### config.mk
export PLATFORM = sky130hd
export DESIGN_NAME = differential_drive_mixer_ramp_top_flat
export DESIGN_NICKNAME = d
export VERILOG_FILES = /design/src/hdl/ddm_pkg.sv /design/src/hdl/ddm_if.sv /design/src/hdl/ddm_scale.sv /design/src/hdl/ddm_ramp.sv /design/src/hdl/differential_drive_mixer_ramp_top.sv /design/src/flat_wrapper.sv
export SDC_FILE = /design/constraint.sdc
export NUM_CORES = 1
export LEC_CHECK = 0
export ABC_AREA = 1
export BUFFER_PORTS_ARGS = -buffer_cell sky130_fd_sc_hd__buf_2
export CAP_MARGIN = 20
export CORE_UTILIZATION = 45
export DETAILED_ROUTE_END_ITERATION = 6
export GPL_ROUTABILITY_DRIVEN = 0
export GPL_TIMING_DRIVEN = 0
export PLACE_DENSITY = 0.71
export SLEW_MARGIN = 20
export SYNTH_ARGS = -nofsm -noshare
export SYNTH_HDL_FRONTEND = slang
export SYNTH_HIERARCHICAL = 1
export SYNTH_SLANG_ARGS = --single-unit
### constraint.sdc
create_clock -name clock -period 8.93 [get_ports clock]
set_input_delay 0.4465 -clock clock [delete_from_list [all_inputs] [get_ports clock]]
set_output_delay 0.4465 -clock clock [all_outputs]
set_load 0.01 [all_outputs]
### src/hdl/ddm_pkg.sv
`timescale 1ns / 1ps

package ddm_pkg;

   localparam int SPEED_BITS = 9;
   localparam logic signed [SPEED_BITS-1:0] SPEED_MAX = 9'sd255;
   localparam logic [15:0] SILENCE_MAX = 16'hFFFF;

   // configuration register indexes
   localparam logic [1:0] CSR_DEADZONE   = 2'd0;
   localparam logic [1:0] CSR_SLEW_LIMIT = 2'd1;
   localparam logic [1:0] CSR_TIMEOUT_MS = 2'd2;

   localparam logic [7:0]  DEADZONE_RESET   = 8'd7;
   localparam logic [8:0]  SLEW_LIMIT_RESET = 9'd15;
   localparam logic [15:0] TIMEOUT_MS_RESET = 16'd1000;

   typedef logic signed [SPEED_BITS-1:0] speed_type;

   typedef struct packed {
      logic [11:0] throttle_raw;
      logic [11:0] steer_raw;
      logic        drive_enable;
      logic        new_packet;
      logic [7:0]  tick_ms;
   } req_payload_type;

   typedef struct packed {
      logic       left_forward;
      logic       left_reverse;
      logic [7:0] left_duty;
      logic       right_forward;
      logic       right_reverse;
      logic [7:0] right_duty;
      logic       link_ok;
   } rsp_payload_type;

   typedef struct packed {
      logic       forward;
      logic       reverse;
      logic [7:0] duty;
   } motor_out_type;

endpackage

### src/hdl/ddm_if.sv
`timescale 1ns / 1ps

interface ddm_req_if;
   import ddm_pkg::*;
   logic            valid;
   logic            ready;
   req_payload_type payload;
   modport source (output valid, output payload, input ready);
   modport sink (input valid, input payload, output ready);
endinterface

interface ddm_rsp_if;
   import ddm_pkg::*;
   logic            valid;
   logic            ready;
   rsp_payload_type payload;
   modport source (output valid, output payload, input ready);
   modport sink (input valid, input payload, output ready);
endinterface

### src/hdl/ddm_scale.sv
`timescale 1ns / 1ps

module ddm_scale #(
   parameter int INPUT_MAX = 4095
) (
   input  logic [11:0]         raw,
   input  logic [7:0]          deadzone,
   output ddm_pkg::speed_type  axis
);
   import ddm_pkg::*;

   // floor(p / INPUT_MAX) as (p * ceil(2^37 / INPUT_MAX)) >> 37, exact for p < 2^21
   localparam int ScaleShift = 37;
   localparam int RecipBits  = 30;
   localparam int ProdBits   = 21 + RecipBits;
   localparam longint unsigned RecipWide =
      ((64'd1 << ScaleShift) + 64'(INPUT_MAX) - 64'd1) / 64'(INPUT_MAX);
   localparam logic [RecipBits-1:0] RecipK = RecipBits'(RecipWide);
   localparam logic [11:0] XCap = (INPUT_MAX >= 4095) ? 12'hFFF : 12'(INPUT_MAX);

   logic [11:0]         x;
   logic [20:0]         prod510;
   logic [ProdBits-1:0] product;
   logic [8:0]          quotient;
   logic signed [9:0]   centered;
   logic [7:0]          mag;

   always_comb begin
      x        = (raw > XCap) ? XCap : raw;
      prod510  = {x, 9'b0} - {8'b0, x, 1'b0};
      product  = ProdBits'(prod510) * ProdBits'(RecipK);
      quotient = product[ScaleShift +: 9];
      centered = $signed({1'b0, quotient}) - 10'sd255;
      mag      = centered[9] ? 8'(-centered) : centered[7:0];
      axis     = (mag < deadzone) ? '0 : centered[SPEED_BITS-1:0];
   end

endmodule

### src/hdl/ddm_ramp.sv
`timescale 1ns / 1ps

module ddm_ramp #(
   parameter int DUTY_BITS = 8
) (
   input  ddm_pkg::speed_type     cur,
   input  ddm_pkg::speed_type     target,
   input  logic [8:0]             step,
   input  logic                   run,
   output ddm_pkg::speed_type     speed_next,
   output ddm_pkg::motor_out_type drive
);
   import ddm_pkg::*;

   localparam logic [7:0] DutyCap =
      (DUTY_BITS >= 8) ? 8'hFF : 8'((1 << DUTY_BITS) - 1);

   logic signed [10:0] cur_w;
   logic signed [10:0] tgt_w;
   logic signed [10:0] up;
   logic signed [10:0] down;
   speed_type          ramped;
   logic [7:0]         mag;

   always_comb begin
      cur_w = {{2{cur[8]}}, cur};
      tgt_w = {{2{target[8]}}, target};
      up    = cur_w + $signed({2'b00, step});
      down  = cur_w - $signed({2'b00, step});
      priority if (cur < target) begin
         ramped = (up < tgt_w) ? up[8:0] : target;
      end else if (cur > target) begin
         ramped = (down > tgt_w) ? down[8:0] : target;
      end else begin
         ramped = cur;
      end
      speed_next    = run ? ramped : '0;
      mag           = speed_next[8] ? 8'(-speed_next) : speed_next[7:0];
      drive.forward = !speed_next[8] && (speed_next != '0);
      drive.reverse = speed_next[8];
      drive.duty    = (mag > DutyCap) ? DutyCap : mag;
   end

endmodule

### src/hdl/differential_drive_mixer_ramp_top.sv
`timescale 1ns / 1ps
// a request passes the request register, the second stage and the result register
// throughput: one request per cycle unless the receiver stalls; the speed and
// silence update in the second stage loops within that stage, so no gap is needed
// reset: clears pipeline valids, speeds and silence counter, and loads
// deadzone 7, ramp step 15, timeout 1000 ms

module differential_drive_mixer_ramp_top #(
   parameter int INPUT_MAX = 4095,
   parameter int DUTY_BITS = 8
) (
   input  logic          clock,
   input  logic          reset,
   ddm_req_if.sink       req_chan,
   ddm_rsp_if.source     rsp_chan,
   input  logic          csr_write_enable,
   input  logic [1:0]    csr_index,
   input  logic [15:0]   csr_wdata
);
   import ddm_pkg::*;

   // configuration
   logic [7:0]  deadzone_ff;
   logic [8:0]  slew_limit_ff;
   logic [15:0] timeout_ff;

   // pipeline control
   logic s1_valid_ff, s1_valid_in;
   logic s2_valid_ff, s2_valid_in;
   logic out_valid_ff, out_valid_in;
   logic out_take, s2_open, s1_open, s2_move;

   // stage payloads
   req_payload_type s1_data_ff;
   speed_type       s2_thr_ff, s2_str_ff;
   logic            s2_enable_ff, s2_packet_ff;
   logic [7:0]      s2_tick_ff;
   rsp_payload_type out_data_ff, out_data_in;

   // state
   speed_type   left_speed_ff, right_speed_ff;
   logic [15:0] silence_ff, silence_in;

   speed_type          thr_scaled, str_scaled;
   speed_type          left_target, right_target, left_next, right_next;
   logic signed [9:0]  mix_sum, mix_diff;
   logic [16:0]        silence_sum;
   logic               link;
   motor_out_type      left_drive, right_drive;

   function automatic speed_type clamp_speed(input logic signed [9:0] v);
      speed_type r;
      priority if (v > 10'sd255) begin
         r = SPEED_MAX;
      end else if (v < -10'sd255) begin
         r = -SPEED_MAX;
      end else begin
         r = v[8:0];
      end
      return r;
   endfunction

   assign out_take = !out_valid_ff || rsp_chan.ready;
   assign s2_open  = !s2_valid_ff || out_take;
   assign s1_open  = !s1_valid_ff || s2_open;
   assign s2_move  = s2_valid_ff && out_take;

   assign req_chan.ready   = s1_open;
   assign rsp_chan.valid   = out_valid_ff;
   assign rsp_chan.payload = out_data_ff;

   assign s1_valid_in  = s1_open ? req_chan.valid : s1_valid_ff;
   assign s2_valid_in  = s2_open ? s1_valid_ff : s2_valid_ff;
   assign out_valid_in = out_take ? s2_valid_ff : out_valid_ff;

   ddm_scale #(.INPUT_MAX(INPUT_MAX)) u_scale_thr (
      .raw      (s1_data_ff.throttle_raw),
      .deadzone (deadzone_ff),
      .axis     (thr_scaled)
   );

   ddm_scale #(.INPUT_MAX(INPUT_MAX)) u_scale_str (
      .raw      (s1_data_ff.steer_raw),
      .deadzone (deadzone_ff),
      .axis     (str_scaled)
   );

   always_comb begin
      silence_sum = {1'b0, silence_ff} + {9'b0, s2_tick_ff};
      if (s2_packet_ff) begin
         silence_in = '0;
      end else begin
         silence_in = silence_sum[16] ? SILENCE_MAX : silence_sum[15:0];
      end
      link         = silence_in <= timeout_ff;
      mix_sum      = {s2_thr_ff[8], s2_thr_ff} + {s2_str_ff[8], s2_str_ff};
      mix_diff     = {s2_thr_ff[8], s2_thr_ff} - {s2_str_ff[8], s2_str_ff};
      left_target  = clamp_speed(mix_sum);
      right_target = clamp_speed(mix_diff);
   end

   ddm_ramp #(.DUTY_BITS(DUTY_BITS)) u_ramp_left (
      .cur        (left_speed_ff),
      .target     (left_target),
      .step       (slew_limit_ff),
      .run        (link && s2_enable_ff),
      .speed_next (left_next),
      .drive      (left_drive)
   );

   ddm_ramp #(.DUTY_BITS(DUTY_BITS)) u_ramp_right (
      .cur        (right_speed_ff),
      .target     (right_target),
      .step       (slew_limit_ff),
      .run        (link && s2_enable_ff),
      .speed_next (right_next),
      .drive      (right_drive)
   );

   always_comb begin
      out_data_in.left_forward  = left_drive.forward;
      out_data_in.left_reverse  = left_drive.reverse;
      out_data_in.left_duty     = left_drive.duty;
      out_data_in.right_forward = right_drive.forward;
      out_data_in.right_reverse = right_drive.reverse;
      out_data_in.right_duty    = right_drive.duty;
      out_data_in.link_ok       = link;
   end

   always_ff @(posedge clock) begin
      if (reset) begin
         deadzone_ff    <= DEADZONE_RESET;
         slew_limit_ff  <= SLEW_LIMIT_RESET;
         timeout_ff     <= TIMEOUT_MS_RESET;
         s1_valid_ff    <= 1'b0;
         s2_valid_ff    <= 1'b0;
         out_valid_ff   <= 1'b0;
         left_speed_ff  <= '0;
         right_speed_ff <= '0;
         silence_ff     <= '0;
      end else begin
         if (csr_write_enable) begin
            unique case (csr_index)
               CSR_DEADZONE:   deadzone_ff   <= csr_wdata[7:0];
               CSR_SLEW_LIMIT: slew_limit_ff <= csr_wdata[8:0];
               CSR_TIMEOUT_MS: timeout_ff    <= csr_wdata;
               default: ;
            endcase
         end
         s1_valid_ff  <= s1_valid_in;
         s2_valid_ff  <= s2_valid_in;
         out_valid_ff <= out_valid_in;
         if (s2_move) begin
            left_speed_ff  <= left_next;
            right_speed_ff <= right_next;
            silence_ff     <= silence_in;
         end
      end
   end

   always_ff @(posedge clock) begin
      if (s1_open) begin
         s1_data_ff <= req_chan.payload;
      end
      if (s2_open) begin
         s2_thr_ff    <= thr_scaled;
         s2_str_ff    <= str_scaled;
         s2_enable_ff <= s1_data_ff.drive_enable;
         s2_packet_ff <= s1_data_ff.new_packet;
         s2_tick_ff   <= s1_data_ff.tick_ms;
      end
      if (out_take) begin
         out_data_ff <= out_data_in;
      end
   end

   a_state_holds: assert property (@(posedge clock) disable iff (reset)
      !s2_move |=> $stable(left_speed_ff) && $stable(right_speed_ff) && $stable(silence_ff))
      else $error("speed or silence state changed without a transfer");

   a_packet_clears: assert property (@(posedge clock) disable iff (reset)
      s2_move && s2_packet_ff |=> silence_ff == '0)
      else $error("packet did not clear silence counter");

   a_lost_link_stops: assert property (@(posedge clock) disable iff (reset)
      out_valid_ff && !out_data_ff.link_ok |->
         out_data_ff.left_duty == '0 && out_data_ff.right_duty == '0 &&
         !out_data_ff.left_forward && !out_data_ff.left_reverse &&
         !out_data_ff.right_forward && !out_data_ff.right_reverse)
      else $error("motors driven while link is lost");

   a_result_follows: assert property (@(posedge clock) disable iff (reset)
      s2_move |=> out_valid_ff)
      else $error("stage two transfer produced no result");

endmodule

### src/flat_wrapper.sv
// flat-port wrapper written by rule: the top's interface ports become plain ports
module differential_drive_mixer_ramp_top_flat import ddm_pkg::*;
#(
   parameter int INPUT_MAX = 4095,
   parameter int DUTY_BITS = 8
)
  (clock, reset, csr_write_enable, csr_index, csr_wdata, req_chan_valid, req_chan_payload, req_chan_ready, rsp_chan_valid, rsp_chan_payload, rsp_chan_ready);
  ddm_req_if req_chan_i ();
  ddm_rsp_if rsp_chan_i ();
  input  logic clock;
  input  logic reset;
  input  logic csr_write_enable;
  input  logic [1:0] csr_index;
  input  logic [15:0] csr_wdata;
  input wire logic [$bits(req_chan_i.valid)-1:0] req_chan_valid;
  input wire logic [$bits(req_chan_i.payload)-1:0] req_chan_payload;
  output wire logic [$bits(req_chan_i.ready)-1:0] req_chan_ready;
  output wire logic [$bits(rsp_chan_i.valid)-1:0] rsp_chan_valid;
  output wire logic [$bits(rsp_chan_i.payload)-1:0] rsp_chan_payload;
  input wire logic [$bits(rsp_chan_i.ready)-1:0] rsp_chan_ready;
  assign req_chan_i.valid = req_chan_valid;
  assign req_chan_i.payload = req_chan_payload;
  assign req_chan_ready = req_chan_i.ready;
  assign rsp_chan_valid = rsp_chan_i.valid;
  assign rsp_chan_payload = rsp_chan_i.payload;
  assign rsp_chan_i.ready = rsp_chan_ready;
  differential_drive_mixer_ramp_top #(.INPUT_MAX(INPUT_MAX), .DUTY_BITS(DUTY_BITS)) u_core (.clock(clock), .reset(reset), .req_chan(req_chan_i), .rsp_chan(rsp_chan_i), .csr_write_enable(csr_write_enable), .csr_index(csr_index), .csr_wdata(csr_wdata));
endmodule
==> results of run 1 <==
-- logic make-up (layout without fill, tap and decap cells) --
family | count (synthesis) | count (layout) | synth area share [%]
DFF | 153 | 153 | 18.48
buffers and inverters | 542 | 654 | 10.33
AOI/OAI and AO/OA | 331 | 331 | 8.747
xor gates and xnor gates | 72 | 72 | 3.029
other | 0 | 1 | 0
and+or+nand+nor | 1408 | 1408 | 30.67
adders and majority gates | 469 | 469 | 28.74
-- per-stage QoR --
| stage | cells | worst slack [ns] |
|---|---|---|
| after floorplan | 2975 | 2.052 |
| after global routing | 3688 | 0.3007 |
| after global placement | 3654 | 1.014 |
| after detailed placement | 3655 | 1.040 |
| final | 3688 | 0.9222 |
| after CTS | 3687 | 0.9626 |
-- final cells by class --
class                      count  area (um2)
multi-input combinational   2280       15000
antenna                        1       2.502
sequential                   153        3894
inverter                     498        1874
tap                          600       750.7
fill                        4617       22940
buffer                        44       302.8
clock inverter                14       157.7
timing repair buffer          80       415.4
clock buffer                  18       429.2
-- sequential cells by signal (all words and copies together) (netlist names) --
signal                   count
u_core/timeout_ff           16
u_core/left_speed_ff         9
u_core/slew_limit_ff         9
u_core/s2_str_ff             9
u_core/s2_packet_ff          1
u_core/rsp_chan.valid        1
u_core/s2_tick_ff            8
u_core/s2_enable_ff          1
u_core/s2_thr_ff             9
u_core/deadzone_ff           8
u_core/s1_valid_ff           1
u_core/right_speed_ff        9
u_core/s2_valid_ff           1
u_core/silence_ff           16
u_core/rsp_chan.payload     21
u_core/s1_data_ff           34
-- worst reg2reg max path, delay by kind of cell (launching register included) --
kind	cells	cell delay (ns)
AO/OA/AOI/OAI	6	1.16
AND/OR/NAND/NOR	20	2.08
buffers and inverters	4	0.33
XOR/XNOR	1	0.55
flip-flops	1	0.39
adder cells (fa/ha/maj)	10	3.23
-- worst max path at each step --
stage / to / slack, ns
after floorplan: u_core/s2_str_ff[8]$_DFFE_PP_ / 2.05
after global placement: u_core/s2_thr_ff[1]$_DFFE_PP_ / 1.01
after detailed placement: u_core/s2_thr_ff[1]$_DFFE_PP_ / 1.04
after CTS: u_core/s2_thr_ff[1]$_DFFE_PP_ / 0.96
after global routing: u_core/s2_str_ff[8]$_DFFE_PP_ / 0.30
final: u_core/s2_thr_ff[1]$_DFFE_PP_ / 0.92
-- power breakdown --
part / switching (mW) / internal (mW)
registers: 0.0576 / 0.868
logic: 2.34 / 1.32
clock network: 0.333 / 0.395
total: 2.73 / 2.58
-- synthesized netlist by cell type, types with 25 or more instances --
| master | n | area, um2 |
|---|---|---|
| dfxtp_1 | 70 | 1401 |
| nand2_2 | 73 | 456.7 |
| nand2_1 | 728 | 2733 |
| o21ai_0 | 103 | 515.5 |
| fa_1 | 25 | 500.5 |
| inv_1 | 473 | 1775 |
| nand4_1 | 58 | 362.9 |
| nor2_1 | 238 | 893.4 |
| xor2_1 | 51 | 446.7 |
| edfxtp_1 | 83 | 2492 |
| a21oi_1 | 152 | 760.7 |
| nand3_1 | 194 | 970.9 |
| ha_1 | 444 | 5555 |
-- per-layer routing --
metal  routed length [um]  vias to the layer above  share of wire [%]
met1                23960                     8456                 48
li1                     -                     9898                  -
met5                    0                        -                  0
met3                 1839                       54                3.7
met2                23120                      340                 46
met4                  984                        0                2.0
==> impl_metrics.tcl, run 1 <==
set metrics [dict create \
    crit_type "flop to flop" \
    vias_per_cell 5.084 \
    core_um2 45770 \
    whs_ns 0.1692 \
    rsz0062_at_grt "false" \
    htreeDepth 4 \
    synth_edf_count 83 \
    cts_buffers 17 \
    syn-num-nets 3501 \
    async_reset_ff_share_pct 0 \
    numPortBuffers 79 \
    power.density_nw_per_um2 232.7 \
    max_stage_delay_ns 0.55 \
    cap_violations 0 \
    ys.flop_type "edfxtp_1" \
    layout-drive-gt1-share_pct 11.08 \
    hold_buffers 0 \
    grt_antenna_before_repair 1 \
    wl_mm 49.91 \
    dpl-instance-area_um2 22240 \
    min_period_over_period_pct 89.67 \
    wl_per_cell_um 13.53 \
    first_pass_iters 5 \
    num_vias 18750 \
    tns_ns 0 \
    use_met1_pct 28.16 \
    p_leak_nw 12.79 \
    reg2reg_from "u_core/s1_data_ff[31]$_DFFE_PP_" \
    required_ns 9.09 \
    final_net_count 3600 \
    critPathSlowestCell "xor2_1" \
    ioPinCount 80 \
    period_needed_ns 8.008 \
    netlist_instances 2975 \
    p_total_mw 5.313 \
    drv_slew 0 \
    peakVddDrop_v 0.0002021 \
    grt.busiest_layer "met2" \
    crit_start "u_core/s1_data_ff[31]$_DFFE_PP_" \
    clock_tree.buffer_depth 2 \
    use_met2_pct 36.60 \
    status "finished, final reports clean" \
    clk_latency_ns 0.45 \
    r2r_cells 41 \
    grt_pass1_vias 17460 \
    design.die.area_um2 47690 \
    design_area_um2 22830 \
    reg2reg_slack_ns 0.92 \
    critical_path_arrival_ns 8.17 \
    cts_tree "built" \
    yosysSeqAreaShare_pct 18.48 \
    cp_max_fo 9 \
    synth.avg_cell_area_um2 7.082 \
    use_met3_pct 2.199 \
    hold_end "u_core/s1_data_ff[19]$_DFFE_PP_" \
    postLayoutCoreUtil_pct 49.88 \
    place_hpwl_mm 42.10 \
    cp-start-kind "flop" \
    layout_commonest_cell "nand2_1" \
    hold_viol_final 0 \
    worstHoldStart "req_chan_payload[19]" \
    gr-total-overflow 0 \
    grtUsageTotal_pct 21.30 \
    max_slew.worst_pin.slew_ns 1.020 \
    yosysWarnings 6 \
    cp_top_family "adder cells" \
    end_kind "flop" \
    cts-root-buf "clkbuf_16" \
    initial_core_util_pct 46.03 \
    r2r-end "u_core/s2_thr_ff[1]$_DFFE_PP_" \
    areaGrowthSynthToFinish_pct 8.355 \
    skew_ns 0.01742 \
    ant_nets 0 \
    core.rowCount 78 \
    worst_slew_margin_rel_pct 31.59 \
    hp-class "primary input to flop" \
    synth_cell_type_count 55 \
    fp.dieH_um 218.4 \
    path_buf_inv 4 \
    final_cell_mix "nand2_1, inv_1, ha_1, nor2_1, nand3_1" \
    drc 0 \
    grt_first_pass_wirelength_mm 82.91 \
    post_cts_buffers 0 \
    clk_pin_slew_ns 0.07 \
    die_w_um 218.4 \
    cts.sinks 153 \
    hold_depth 1 \
    worstSetupPathDepth 41 \
    drt_iter0_drc 1053 \
    fmax_ghz 0.1249 \
    grt_max_degree 30 \
    cts_resized 0 \
    finalSetupViolCount 0 \
    synthesis.area_um2 21070 \
    ys_seq_elements 153 \
]
Power figures use the tool's default switching activity.
==> run 2, diff against run 1 <==
Settings changed: ABC_AREA 1 to default.
==> run 2 against run 1 <==
  * Routed wire length down 3.9%
  * Combinational power down 1%
  * Synthesized area down 8.4%
  * Core utilization up 0.80 points
  * Cell count down 24%
  * Critical path depth down 8
  * Via count down 13%
  * First-iteration DRC count unchanged
  * Worst hold slack better by 0.014 ns
  * Synthesized cell count down 28%
  * Sequential power up 3.7%
==> impl_metrics.tcl, run 2 <==
set metrics [dict create \
    status "finished, final reports clean" \
    first_pass_iters 7 \
    synth.avg_cell_area_um2 9.027 \
    grt_pass1_vias 15520 \
    crit_type "flop to flop" \
    gr-total-overflow 0 \
    yosysMostFrequentCell "ha_1" \
    async_reset_ff_share_pct 0 \
    critPathSlowestCell "or4b_4" \
    min_period_over_period_pct 96.90 \
    synth_cell_type_count 119 \
    p_clk_share_pct 13.4 \
    numPortBuffers 79 \
    max_slew.worst_pin.slew_ns 0.8986 \
    largest_reg_flops 34 \
    place_hpwl_mm 38.61 \
    cts_tree "built" \
    core.rowCount 75 \
    seqPwrFrac_pct 18.2 \
    cp_top_family "adder cells" \
    worst_slew_margin_rel_pct 40.03 \
    critPathMostFrequentCell "ha_1" \
    p_leak_nw 10.01 \
    multi_input_area_um2 14570 \
    end_kind "flop" \
    cts-root-buf "clkbuf_16" \
    num_vias 16400 \
    stdcell_count 2808 \
    grt_antenna_before_repair 2 \
    layout_commonest_cell "ha_1" \
    synth_edf_count 83 \
    fin_ws_ns 0.2772 \
    finalSetupViolCount 0 \
    layout-drive-gt1-share_pct 12.00 \
    dpl.cell_count 2759 \
    drc 0 \
    postLayoutCoreUtil_pct 50.68 \
    vias_per_cell 5.840 \
    p_switching_mw 2.503 \
    power.internal_mw 2.775 \
    initial_core_util_pct 45.83 \
    hold_buffers 0 \
    cts.sinks 153 \
    wl_mm 47.95 \
    ys_seq_elements 153 \
    ys.flop_type "edfxtp_1" \
    areaGrowthSynthToFinish_pct 10.58 \
    htreeDepth 4 \
    place_ws_ns -0.3831 \
    grtUsageTotal_pct 21.30 \
    dpl-instance-area_um2 20430 \
    period_needed_ns 8.653 \
    synthTopCellsByArea "ha_1, edfxtp_1, dfxtp_1" \
    core_um2 42130 \
    wl_per_cell_um 17.08 \
    critical_path_arrival_ns 8.82 \
    grt_max_degree 29 \
    switching_share_pct 47.43 \
    regMostFlops "u_core/s1_data_ff" \
    ioPinCount 80 \
    hp-class "primary input to flop" \
    fmax_ghz 0.1156 \
    final_cell_mix "ha_1, inv_1, nand2_1, a21oi_1, nor2_1" \
    hold_viol_final 0 \
    seqCellArea_um2 3894 \
    fillers 3790 \
    cap_violations 0 \
    synthTopCellsByCount "ha_1, inv_1, nand2_1" \
    clk_pin_slew_ns 0.06 \
    die_w_um 209.1 \
    combPwrFrac_pct 68.4 \
    drv_slew 0 \
    design.die.area_um2 43740 \
    tns_ns 0 \
    yosysWarnings 6 \
    design_area_um2 21350 \
    required_ns 9.10 \
    final_net_count 2780 \
    fp.dieH_um 209.1 \
    skew_ns 0.01570 \
    drt_iter0_drc 1053 \
    cp-start-kind "flop" \
    power.density_nw_per_um2 247.2 \
    max_stage_delay_ns 0.57 \
    netlist_instances 2139 \
    clock_tree.buffer_depth 2 \
    clk_latency_ns 0.44 \
    cts_buffers 17 \
    ant_nets 0 \
    yosysSeqAreaShare_pct 20.17 \
    syn-num-nets 2665 \
    peakVddDrop_v 0.0001763 \
    synth_top_area_share_pct 28.77 \
    yosys.area.top_type "ha_1" \
    grt_first_pass_wirelength_mm 75.90 \
    cp_max_fo 6 \
    path_buf_inv 4 \
    synthesis.area_um2 19310 \
]
run 2: cell types whose count changed after synthesis, moves of 24 or more:
cell,change
inv_1,-262
nand2_2,-72
o21a_1,+24
o21ai_0,-51
nor2_1,-105
xnor2_1,+64
nand3_1,-158
nand2_1,-564
mux2i_1,+32
run 2: what timing repair did:
| item | in CTS | in global routing |
|---|---|---|
| gates cloned | 0 | 1 |
| setup endpoints to repair | 9 | 18 |
| pin swaps | 0 | 12 |
| resized for setup | 4 | 36 |
| setup buffers | 0 | 16 |
run 2: power by group through the flow:
stage               registers, mW  clock network (mW)  logic, mW
floorplan                   0.975                   0       2.70
global placement            0.973                   0       3.37
detailed placement          0.976                   0       3.51
CTS                         0.961               0.725       3.54
global route                0.971               0.746       4.01
finish                      0.960               0.709       3.61
run 2: kinds of logic (layout without fill, tap and decap cells):
logic type                 Yosys count  count (layout)  synth area share, %
adders and majority gates          481             481                32.01
muxes                               39              39                2.067
DFF                                153             153                20.17
and+or+nand+nor                    578             578                15.58
other                                0               2                    0
buffers and inverters              273             400                5.651
AOI/OAI and AO/OA                  488             489                18.41
xor gates and xnor gates           127             127                6.111
run 2: final cells by class:
type | instances | share of cell area, %
diodes | 2 | 0.02344
flip-flops and latches | 153 | 18.24
clock inverters | 7 | 0.2520
clock buffers | 25 | 2.426
repair buffers | 97 | 2.614
well taps | 539 | 3.159
inverters | 215 | 3.780
plain buffers | 56 | 1.295
multi-input cells | 1714 | 68.22
run 2: worst reg2reg max path: cells and delay by family, from the launching register on:
family	cells	cell delay, ns
AO/OA/AOI/OAI	10	2.00
XOR/XNOR	3	0.53
adder cells (fa/ha/maj)	10	2.90
buffers and inverters	4	0.47
flip-flops	1	0.43
AND/OR/NAND/NOR	6	2.06
run 2: per-stage QoR:
step / hold slack, ns / power (mW)
2_1_floorplan: 0.4003 / 3.673
3_3_place_gp: 0.4030 / 4.347
3_5_place_dp: 0.4045 / 4.490
4_1_cts: 0.1577 / 5.228
5_1_grt: 0.1675 / 5.732
6_report: 0.1836 / 5.278
run 2: per-layer routing:
layer | global-route usage (%) | share of wire, % | vias to the layer above | wire [um]
met1 | 26.51 | 43 | 7806 | 20540
met2 | 37.87 | 49 | 484 | 23690
met4 | 6.237 | 2.5 | 0 | 1186
met3 | 3.081 | 5.3 | 87 | 2536
li1 | - | - | 8023 | -
met5 | 0 | 0 | - | 0
run 2: worst paths after layout:
check                                   endpoint                             from  slack, ns  cells past startpoint
hold reg to reg    u_core/s2_packet_ff$_DFFE_PP_   u_core/s1_data_ff[8]$_DFFE_PP_       0.41                      0
hold / removal    u_core/s1_data_ff[3]$_DFFE_PP_              req_chan_payload[3]       0.18                      1
setup / recovery   u_core/s2_thr_ff[1]$_DFFE_PP_  u_core/s1_data_ff[31]$_DFFE_PP_       0.28                     33
setup reg to reg   u_core/s2_thr_ff[1]$_DFFE_PP_  u_core/s1_data_ff[31]$_DFFE_PP_       0.28                     33
